<file path="src/sv/first_fit_block_allocator_macros.svh">
// Assertion macros for the first-fit block allocator.
// Define NO_ASSERTIONS to compile them away.
`ifndef FIRST_FIT_BLOCK_ALLOCATOR_MACROS_SVH
`define FIRST_FIT_BLOCK_ALLOCATOR_MACROS_SVH

`ifndef NO_ASSERTIONS

// Same-cycle implication, checked outside reset.
`define FFBA_ASSERT_SAME(lbl, clk, rst, ante, cons, msg) \
   lbl: assert property (@(posedge clk) disable iff (rst) (ante) |-> (cons)) \
      else $error(msg);

// Next-cycle implication, checked outside reset.
`define FFBA_ASSERT_NEXT(lbl, clk, rst, ante, cons, msg) \
   lbl: assert property (@(posedge clk) disable iff (rst) (ante) |=> (cons)) \
      else $error(msg);

`else

`define FFBA_ASSERT_SAME(lbl, clk, rst, ante, cons, msg)
`define FFBA_ASSERT_NEXT(lbl, clk, rst, ante, cons, msg)

`endif

`endif

</file>
<file path="src/sv/ffba_pkg.sv">
// ---------------------------------------------------------------------------
// ffba_pkg
// Shared constants, codes and types of the first-fit block allocator.
// ---------------------------------------------------------------------------
package ffba_pkg;

   localparam int MAX_BLOCKS = 8;
   localparam int SIZE_BITS  = 16;
   localparam int IDX_BITS   = 3;
   localparam int CNT_BITS   = 4;

   localparam logic [CNT_BITS-1:0] NUM_BLOCKS_RESET = CNT_BITS'(8);
   localparam logic [CNT_BITS-1:0] MAX_BLOCKS_CNT   = CNT_BITS'(MAX_BLOCKS);

   localparam logic CMD_LOAD    = 1'b0;
   localparam logic CMD_REQUEST = 1'b1;

   typedef enum logic [0:0] {
      ENG_IDLE,
      ENG_SCAN
   } eng_state_type;

   typedef struct packed {
      logic                granted;
      logic [IDX_BITS-1:0] block;
      logic                last;
   } result_type;

endpackage

</file>
<file path="src/sv/ffba_engine.sv">
// ---------------------------------------------------------------------------
// ffba_engine
// Free-size table in a registered-read memory plus the scan sequencer:
// loads write an entry directly, requests read entries in index order and
// write the first fitting one back reduced by the request.
// ---------------------------------------------------------------------------
module ffba_engine
   import ffba_pkg::*;
(
   input  logic                 clock,
   input  logic                 reset,
   input  logic                 req_valid,
   output logic                 req_stall,
   input  logic                 req_cmd,
   input  logic [2:0]           req_block_index,
   input  logic [15:0]          req_size_value,
   input  logic                 req_batch_end,
   input  logic [CNT_BITS-1:0]  num_blocks,
   input  logic                 out_free,
   output logic                 res_valid,
   output result_type           res
);

   logic [SIZE_BITS-1:0] mem [MAX_BLOCKS];

   eng_state_type         state_ff, state_in;
   logic [IDX_BITS-1:0]   idx_ff, idx_in;
   logic [CNT_BITS-1:0]   limit_ff, limit_in;
   logic [SIZE_BITS-1:0]  size_ff, size_in;
   logic                  last_ff, last_in;
   logic                  empty_ff, empty_in;
   logic [SIZE_BITS-1:0]  rd_data_ff;

   logic                  accept;
   logic                  start;
   logic [CNT_BITS-1:0]   lim_clamp;
   logic                  fit;
   logic                  at_end;
   logic                  done;
   logic                  emit;
   logic                  advance;

   logic                  rd_en;
   logic [IDX_BITS-1:0]   rd_addr;
   logic                  wr_en;
   logic [IDX_BITS-1:0]   wr_addr;
   logic [SIZE_BITS-1:0]  wr_data;

   assign req_stall = (state_ff != ENG_IDLE);
   assign accept    = req_valid && (state_ff == ENG_IDLE);
   assign start     = accept && (req_cmd == CMD_REQUEST);
   assign lim_clamp = (num_blocks > MAX_BLOCKS_CNT) ? MAX_BLOCKS_CNT : num_blocks;

   // rd_data_ff holds the entry at idx_ff while scanning
   assign fit     = rd_data_ff >= size_ff;
   assign at_end  = (CNT_BITS'(idx_ff) + CNT_BITS'(1)) == limit_ff;
   assign done    = empty_ff || fit || at_end;
   assign emit    = (state_ff == ENG_SCAN) && done && out_free;
   assign advance = (state_ff == ENG_SCAN) && !done;

   // next state
   always_comb begin
      state_in = state_ff;
      case (state_ff)
         ENG_IDLE: begin
            if (start) begin
               state_in = ENG_SCAN;
            end
         end
         ENG_SCAN: begin
            if (emit) begin
               state_in = ENG_IDLE;
            end
         end
         default: state_in = ENG_IDLE;
      endcase
   end

   // memory ports and result
   always_comb begin
      rd_en   = 1'b0;
      rd_addr = '0;
      wr_en   = 1'b0;
      wr_addr = '0;
      wr_data = '0;
      case (state_ff)
         ENG_IDLE: begin
            rd_en   = start;
            wr_en   = accept && (req_cmd == CMD_LOAD);
            wr_addr = req_block_index;
            wr_data = req_size_value;
         end
         ENG_SCAN: begin
            rd_en   = advance;
            rd_addr = idx_ff + IDX_BITS'(1);
            wr_en   = emit && fit && !empty_ff;
            wr_addr = idx_ff;
            wr_data = rd_data_ff - size_ff;
         end
         default: begin
            rd_en = 1'b0;
         end
      endcase
   end

   assign res_valid   = emit;
   assign res.granted = fit && !empty_ff;
   assign res.block   = (fit && !empty_ff) ? idx_ff : '0;
   assign res.last    = last_ff;

   always_comb begin
      idx_in   = idx_ff;
      limit_in = limit_ff;
      size_in  = size_ff;
      last_in  = last_ff;
      empty_in = empty_ff;
      if (start) begin
         idx_in   = '0;
         limit_in = lim_clamp;
         size_in  = req_size_value;
         last_in  = req_batch_end;
         empty_in = (lim_clamp == '0);
      end else if (advance) begin
         idx_in = idx_ff + IDX_BITS'(1);
      end
   end

   always_ff @(posedge clock) begin
      if (reset) begin
         state_ff <= ENG_IDLE;
      end else begin
         state_ff <= state_in;
      end
   end

   always_ff @(posedge clock) begin
      idx_ff   <= idx_in;
      limit_ff <= limit_in;
      size_ff  <= size_in;
      last_ff  <= last_in;
      empty_ff <= empty_in;
   end

   always_ff @(posedge clock) begin
      if (wr_en) begin
         mem[wr_addr] <= wr_data;
      end
      if (rd_en) begin
         rd_data_ff <= mem[rd_addr];
      end
   end

endmodule

</file>
<file path="src/sv/first_fit_block_allocator.sv">
// ---------------------------------------------------------------------------
// first_fit_block_allocator
// First-fit allocator over a table of per-block free sizes.
// ---------------------------------------------------------------------------
// Usage:
//   req_* channel (valid/stall): cmd 0 loads req_size_value as the free size
//   of block req_block_index and returns nothing; cmd 1 requests
//   req_size_value and returns one rsp_* beat.
//   rsp_* channel (valid/stall): granted, alloc_block (0 when not granted)
//   and batch_last, the echo of req_batch_end.
//   csr_* channel (valid/ready): writes num_blocks, the count of blocks
//   scanned from index zero; write only while the block is idle.
// Scan:
//   A load writes its entry directly. A request scans at most N entries,
//   N = min(num_blocks, 8): the table memory is read one entry per cycle
//   and its read port sets the pace; a hit ends the scan early and writes
//   the reduced size back in the cycle the result is registered.
// Reset: num_blocks returns to 8, the scan sequencer and the output beat
//   are cleared. Table entries hold nothing until loaded.
// Stall: a result waits in the output register; the next item is still
//   taken, and its scan holds at its decision until the register frees.
// ---------------------------------------------------------------------------
`include "first_fit_block_allocator_macros.svh"

module first_fit_block_allocator
   import ffba_pkg::*;
(
   input  logic        clock,
   input  logic        reset,
   input  logic        req_valid,
   output logic        req_stall,
   input  logic        req_cmd,
   input  logic [2:0]  req_block_index,
   input  logic [15:0] req_size_value,
   input  logic        req_batch_end,
   output logic        rsp_valid,
   input  logic        rsp_stall,
   output logic        rsp_granted,
   output logic [2:0]  rsp_alloc_block,
   output logic        rsp_batch_last,
   input  logic        csr_valid,
   output logic        csr_ready,
   input  logic [3:0]  csr_num_blocks
);

   logic [CNT_BITS-1:0] num_blocks_ff, num_blocks_in;
   logic                rsp_valid_ff, rsp_valid_in;
   result_type          rsp_data_ff, rsp_data_in;

   logic                out_free;
   logic                res_valid;
   result_type          res;

   assign csr_ready = 1'b1;
   assign out_free  = !rsp_valid_ff || !rsp_stall;

   ffba_engine u_engine (
      .clock           (clock),
      .reset           (reset),
      .req_valid       (req_valid),
      .req_stall       (req_stall),
      .req_cmd         (req_cmd),
      .req_block_index (req_block_index),
      .req_size_value  (req_size_value),
      .req_batch_end   (req_batch_end),
      .num_blocks      (num_blocks_ff),
      .out_free        (out_free),
      .res_valid       (res_valid),
      .res             (res)
   );

   always_comb begin
      num_blocks_in = num_blocks_ff;
      if (csr_valid && csr_ready) begin
         num_blocks_in = csr_num_blocks;
      end
   end

   // load a new beat when one is produced, drop the old one once taken
   always_comb begin
      rsp_valid_in = rsp_valid_ff;
      rsp_data_in  = rsp_data_ff;
      if (res_valid) begin
         rsp_valid_in = 1'b1;
         rsp_data_in  = res;
      end else if (!rsp_stall) begin
         rsp_valid_in = 1'b0;
      end
   end

   always_ff @(posedge clock) begin
      if (reset) begin
         num_blocks_ff <= NUM_BLOCKS_RESET;
         rsp_valid_ff  <= 1'b0;
      end else begin
         num_blocks_ff <= num_blocks_in;
         rsp_valid_ff  <= rsp_valid_in;
      end
   end

   always_ff @(posedge clock) begin
      rsp_data_ff <= rsp_data_in;
   end

   assign rsp_valid       = rsp_valid_ff;
   assign rsp_granted     = rsp_data_ff.granted;
   assign rsp_alloc_block = rsp_data_ff.block;
   assign rsp_batch_last  = rsp_data_ff.last;

   `FFBA_ASSERT_SAME(a_no_overwrite, clock, reset, res_valid, out_free,
      "result produced while output beat still stalled")
   `FFBA_ASSERT_SAME(a_deny_zero_block, clock, reset, rsp_valid && !rsp_granted,
      rsp_alloc_block == 3'd0, "denied beat carries nonzero block")
   `FFBA_ASSERT_NEXT(a_request_busy, clock, reset,
      req_valid && !req_stall && (req_cmd == CMD_REQUEST), req_stall,
      "accepted request did not start a scan")
   `FFBA_ASSERT_SAME(a_grant_in_range, clock, reset, res_valid && res.granted,
      ({1'b0, res.block} < num_blocks_ff), "grant beyond configured block count")

endmodule
</file>
<file path="config.mk">
export PLATFORM = sky130hd
export DESIGN_NAME = first_fit_block_allocator
export DESIGN_NICKNAME = d
export VERILOG_FILES = /design/src/sv/ffba_pkg.sv /design/src/sv/ffba_engine.sv /design/src/sv/first_fit_block_allocator.sv
export VERILOG_INCLUDE_DIRS = /design/src /design/src/sv
export SDC_FILE = /design/constraint.sdc
export NUM_CORES = 1
export LEC_CHECK = 0
export ABC_AREA = 0
export BUFFER_PORTS_ARGS = -buffer_cell sky130_fd_sc_hd__buf_2
export CAP_MARGIN = 20
export CORE_UTILIZATION = 30
export DETAILED_ROUTE_END_ITERATION = 10
export PLACE_DENSITY_LB_ADDON = 0.2
export SLEW_MARGIN = 15
export SYNTH_ARGS = -nofsm -noshare
export SYNTH_HDL_FRONTEND = slang
export SYNTH_SLANG_ARGS = --single-unit
</file>
<file path="constraint.sdc">
create_clock -name clock -period 10.2 [get_ports clock]
set_clock_uncertainty 0.2 [all_clocks]
set_input_delay 1.02 -clock clock [delete_from_list [all_inputs] [get_ports clock]]
set_output_delay 1.02 -clock clock [all_outputs]
set_load 0.02 [all_outputs]
</file>
==> results.json, run 1 <==
{
  "place_congestion": 0.771,
  "synth.yosys.seq_area_share": 0.670,
  "grt_antenna_before_repair": 0,
  "peakVddDrop_v": 0.000110,
  "status": "finished, violations left",
  "use_met3": 0.0218,
  "grt_first_pass_wirelength_um": 27900,
  "hold_viol": 0,
  "clock_sinks": 180,
  "dr.pass1.iters": 11,
  "async_flop_share": 0,
  "yosys.area_share.simple": 0.134,
  "yosysTopAreaCell": "edfxtp_1",
  "cts_resized": 0,
  "rsz0062_at_grt": "false",
  "drt-total-wl_um": 18400,
  "drtAntennaViolNets": 0,
  "die_area_sq_mm": 0.0271,
  "cts_max_path_buffers": 2,
  "grt_use_met2": 0.250,
  "fin_crit_sh": 0.349,
  "dpl.cell_count": 1006,
  "final_nets": 738,
  "dpl.hpwl_um": 11900,
  "vias": 5075,
  "synth_compound_area_frac": 0.106,
  "start_util": 0.305,
  "muxShareOfSynthArea": 0.0200,
  "io_pins": 38,
  "vias_per_cell": 4.89,
  "finalNonFillerCells": 1038,
  "grt_overflow": 0,
  "setup_tns_ps": 0,
  "end_kind": "register",
  "tightest_slew_ps": 1040,
  "hold_path_class": "reg2reg",
  "synth_nets": 696,
  "synth_commonest_cells": "edfxtp_1 (171), nand2_1 (122), nand3_1 (53), a21oi_1 (48), nor2_1 (28)",
  "ys_seq_elements": 180,
  "p_per_area_mw_per_mm2": 177,
  "clkLatencyLatePin_ps": 430,
  "ys_warn_count": 0,
  "htree_levels": 4,
  "synth_fa_ha_area_frac": 0.0293,
  "initialDrtViolationCount": 357,
  "path_clk_slew_ps": 80,
  "synth_edf_count": 171,
  "synth.most_common_cell": "edfxtp_1",
  "syn_avg_cell_area_sq_um": 12.2,
  "synth_top_family_by_area": "simple AND/OR/NAND/NOR gates",
  "hold_ws_ps": 240,
  "finalPower_mw": 1.62,
  "drive_above_1_share": 0.151,
  "cts_hold_buf": 0,
  "design_area_sq_mm": 0.00916,
  "violations": "DRC",
  "busiest_layer": "met2",
  "numCtsBuffers": 17,
  "diodes": 0,
  "wire_per_inst_um": 17.7,
  "post_dp_cell_area_sq_mm": 0.00855,
  "cp.required_ps": 10090,
  "yosys.area_share.xor_xnor": 0.0132,
  "p_leak_nw": 3.28,
  "die_h_um": 165,
  "post-route-util": 0.353,
  "cts_tree": "yes",
  "fmax_ghz": 0.281,
  "globalRouteMet1Util": 0.170,
  "setup_slack_ps": 6640,
  "synth_cell_types": 59,
  "core_region_area_sq_mm": 0.0260,
  "port_buffers": 36,
  "maxSlewHeadroom": 0.299,
  "netlist_top_cells_area": "edfxtp_1 (65%), nand2_1 (5.8%), nand3_1 (3.3%), a21oi_1 (3.0%), ha_1 (2.7%)",
  "min_period_ps": 3560,
  "areaGrowthSynthToFinish_pct": 15.4,
  "rows": 59,
  "synth_top_cell_area_share": 0.647,
  "crit_fanout": 8,
  "syn_inst": 648,
  "drc": 1,
  "die_w_um": 165,
  "start_kind": "register",
  "grtUsageTotal": 0.140,
  "ys.flop_type": "edfxtp_1",
  "path_class": "reg2reg",
  "drv_slew": 0,
  "setup_viol": 0,
  "cap_violations": 0,
  "grt_max_degree": 43,
  "cts_root_buffer": "clkbuf_16",
  "postCtsSetupBuffers": 0,
  "grt_pass1_vias": 5037,
  "crit_arrival_ps": 3450,
  "syn-cell-area_sq_mm": 0.00794,
  "pre_cts_ws_ps": 6620
}
==> routing by layer <==
metal	up-vias	wire [um]
li1	2473	-
met1	2494	8210
met2	89	9410
met3	19	518
met4	0	286
met5	-	0
==> flip-flops by register name, summed over array words and instances, names as in the netlist <==
signal               flops
u_engine.limit_ff        4
u_engine.mem           128
num_blocks_ff            4
rsp_valid                1
u_engine.idx_ff          3
rsp_alloc_block          3
rsp_granted              1
u_engine.empty_ff        1
rsp_batch_last           1
u_engine.last_ff         1
u_engine.req_stall       1
u_engine.size_ff        16
u_engine.rd_data_ff     16
==> power by group <==
part           internal, mW  switching, mW  leakage (nW)
clock                 0.333          0.317         0.291
sequential            0.834        0.00640          1.63
combinational        0.0436         0.0878          1.36
==> critical path, stage by stage (launching register included) <==
cell and delay (ps):
edfxtp_1 350, inv_1 60, ha_1 230, fa_1 420, nand2b_1 190, a21oi_1 260
o21ai_0 280, a311oi_1 390, nor3_1 80, o31ai_1 780
==> cell type report <==
cell class / instances / area (sq um)
Tap cell: 335 / 419
Clock buffer: 17 / 425
Sequential cell: 180 / 5320
Timing Repair Buffer: 53 / 308
Multi-Input combinational cell: 413 / 2420
Clock inverter: 15 / 175
Inverter: 25 / 93.8
Fill cell: 2517 / 16800
==> cell usage in the layout (no fill, tap or decap), types with 17 or more instances in the layout <==
| cell type | instances |
|---|---|
| nor2_1 | 26 |
| nand3_1 | 53 |
| o21ai_0 | 21 |
| clkbuf_16 | 17 |
| ha_1 | 17 |
| edfxtp_1 | 171 |
| inv_1 | 25 |
| a21oi_1 | 48 |
| nand2_1 | 121 |
| buf_2 | 36 |
| buf_4 | 17 |
==> kinds of logic (layout without fill, tap and decap cells) <==
family,count (synthesis),count (layout)
other,1,1
AOI/OAI and AO/OA,129,129
and+or+nand+nor,238,238
muxes,15,15
adders and majority gates,18,18
buffers and inverters,55,110
DFF,180,180
xor gates and xnor gates,12,12
==> path summary, 6_finish.rpt <==
check	from	end	slack [ps]	cells after the start
max	u_engine.rd_data_ff[0]$_DFFE_PP_	u_engine.mem[6][14]$_DFFE_PP_	6640	9
min	u_engine.last_ff$_DFFE_PP_	rsp_batch_last$_DFFE_PN_	240	0
max reg2reg	u_engine.rd_data_ff[0]$_DFFE_PP_	u_engine.mem[6][14]$_DFFE_PP_	6640	9
min reg2reg	u_engine.last_ff$_DFFE_PP_	rsp_batch_last$_DFFE_PN_	240	0
No activity file was read; power rests on OpenSTA's default activity.
==> inputs of run 2 (changes only) <==
ABC_AREA = 1   (was 0)
clock period = 3.3 ns   (was 10.2 ns; I/O delays follow)
==> results.json, run 2 <==
{
  "path_class": "reg2reg",
  "start_util": 0.306,
  "p_leak_nw": 3.62,
  "end_kind": "register",
  "synth_cell_types": 32,
  "async_flop_share": 0,
  "htree_levels": 4,
  "hold_viol": 0,
  "syn_avg_cell_area_sq_um": 11.5,
  "final_common_cell": "edfxtp_1",
  "start_kind": "register",
  "synth.yosys.seq_area_share": 0.666,
  "cp.required_ps": 3180,
  "yosysTopAreaCell": "edfxtp_1",
  "maxSlewHeadroom": 0.297,
  "port_buffers": 36,
  "crit_fanout": 8,
  "worst_r2r_path_depth": 9,
  "min_period_ps": 2990,
  "setup_viol": 0,
  "grt_antenna_before_repair": 0,
  "io_pins": 38,
  "ys_warn_count": 0,
  "die_area_sq_mm": 0.0272,
  "syn_inst": 694,
  "vias_per_cell": 4.65,
  "drt-total-wl_um": 18200,
  "nFillCells": 2575,
  "cts_root_buffer": "clkbuf_16",
  "whs_path_depth": 3,
  "largestRegisters": "u_engine.mem (128), u_engine.rd_data_ff (16), u_engine.size_ff (16)",
  "cap_violations": 0,
  "initialDrtViolationCount": 390,
  "clkLatencyLatePin_ps": 430,
  "die_h_um": 165,
  "final_nets": 820,
  "cts_max_path_buffers": 2,
  "syn-cell-area_sq_mm": 0.00798,
  "netlist_top_cells_area": "edfxtp_1 (64%), nor2_1 (4.8%), nand2_1 (4.2%), inv_1 (2.8%), ha_1 (2.7%)",
  "synth_top_cell_area_share": 0.644,
  "drv_slew": 0,
  "synth.most_common_cell": "edfxtp_1",
  "crit_arrival_ps": 2870,
  "place_congestion": 0.789,
  "grt_max_degree": 65,
  "status": "finished clean",
  "clock_sinks": 180,
  "postCtsSetupBuffers": 0,
  "regMostFlops": "u_engine.mem",
  "drc": 0,
  "grtUsageTotal": 0.142,
  "tightest_slew_ps": 1040,
  "cts_tree": "yes",
  "grt_pass1_vias": 5090,
  "grt_overflow": 0,
  "numCtsBuffers": 17,
  "multiInputGateArea_sq_mm": 0.00227,
  "largest_reg_flops": 128,
  "synth_commonest_cells": "edfxtp_1 (171), nor2_1 (103), nand2_1 (90), inv_1 (60), o21ai_0 (35)",
  "path_clk_slew_ps": 80,
  "drive_above_1_share": 0.167,
  "layout_common_cells": "edfxtp_1 (171), nor2_1 (96), nand2_1 (90)",
  "diodes": 0,
  "areaGrowthSynthToFinish_pct": 19.2,
  "design_area_sq_mm": 0.00950,
  "hold_path_class": "in2reg",
  "area.sequential_sq_mm": 0.00532,
  "fmax_ghz": 0.335,
  "synth_nets": 742,
  "dpl.hpwl_um": 12400,
  "rsz0062_at_grt": "false",
  "ys.flop_type": "edfxtp_1",
  "post_dp_cell_area_sq_mm": 0.00867,
  "setup_tns_ps": 0,
  "fin_crit_sh": 0.906,
  "vias": 5205,
  "rows": 59,
  "synth_edf_count": 171,
  "wire_per_inst_um": 16.3,
  "core_region_area_sq_mm": 0.0261,
  "ys_seq_elements": 180,
  "drtAntennaViolNets": 0,
  "grt_first_pass_wirelength_um": 28800,
  "peakVddDrop_v": 0.000394,
  "die_w_um": 165,
  "dr.pass1.iters": 7,
  "p_per_area_mw_per_mm2": 555
}
run 2: changes by cell type after synthesis, moves of 15 or more:
| cell | delta |
|---|---|
| nor2_1 | +75 |
| nand3_1 | -33 |
| a31oi_1 | +17 |
| or2_2 | +18 |
| o21bai_1 | +20 |
| o32ai_1 | +16 |
| a21oi_1 | -30 |
| nand2_1 | -32 |
| o22a_1 | -16 |
| inv_1 | +35 |
| o21ai_1 | +15 |
run 2: cell families after synthesis:
family,count (synthesis),synth area share
compound gates,148,0.116
xor+xnor,9,0.00988
fa+ha+maj,18,0.0292
buf+inv,95,0.0513
flops,180,0.666
other cells,1,0.000470
simple gates,243,0.127
run 2: worst paths after layout:
kind	from	to	slack, ps
worst max-delay path	u_engine.size_ff[0]$_DFFE_PP_	u_engine.mem[7][8]$_DFFE_PP_	310
worst min-delay path	csr_num_blocks[1]	num_blocks_ff[1]$_SDFFE_PP0P_	10
worst max register to register	u_engine.size_ff[0]$_DFFE_PP_	u_engine.mem[7][8]$_DFFE_PP_	310
worst min register to register	u_engine.last_ff$_DFFE_PP_	rsp_batch_last$_DFFE_PN_	240
run 2: layout make-up:
class / count / share of cell area
clock buffer: 17 / 0.0448
sequential: 180 / 0.559
clock inverter: 15 / 0.0195
inverter: 66 / 0.0261
tap: 335 / 0.0441
timing repair buffer: 88 / 0.0671
multi-input combinational: 419 / 0.239
run 2: critical path, stage by stage, from the launching register on:
cell and delay [ps]:
edfxtp_1 380, ha_1 210, fa_1 360, inv_1 80
nand2_1 70, nand2_1 110, nand3_1 100, and2_1 190
xor2_1 140, o21ai_0 810
run 2: metal layers:
metal,vias up,global-route usage,part of all wire
li1,2617,-,-
met2,68,0.210,0.44
met1,2505,0.213,0.53
met5,-,0,0
met3,15,0.0176,0.021
met4,0,0.0475,0.012
run 2: per-stage QoR:
stage	worst slack (ps)	util	power [mW]	std cells	hold WS (ps)
2_1_floorplan	343	-	3.02	694	199
3_3_place_gp	395	0.333	3.23	1066	201
3_5_place_dp	337	0.333	3.23	1066	230
4_1_cts	327	0.365	5.33	1120	11.4
5_1_grt	5.28	0.365	5.49	1120	29.9
6_report	312	0.365	5.27	1120	13.0
run 2: repair_timing:
| action | CTS | global route |
|---|---|---|
| hold endpoints to repair | 22 | 0 |
| hold buffers | 22 | 0 |
| resized for setup | 0 | 0 |
run 2: report_power, final:
| part | internal, mW | switching (mW) |
|---|---|---|
| clock network | 1.10 | 0.982 |
| logic | 0.196 | 0.366 |
| registers | 2.60 | 0.0282 |
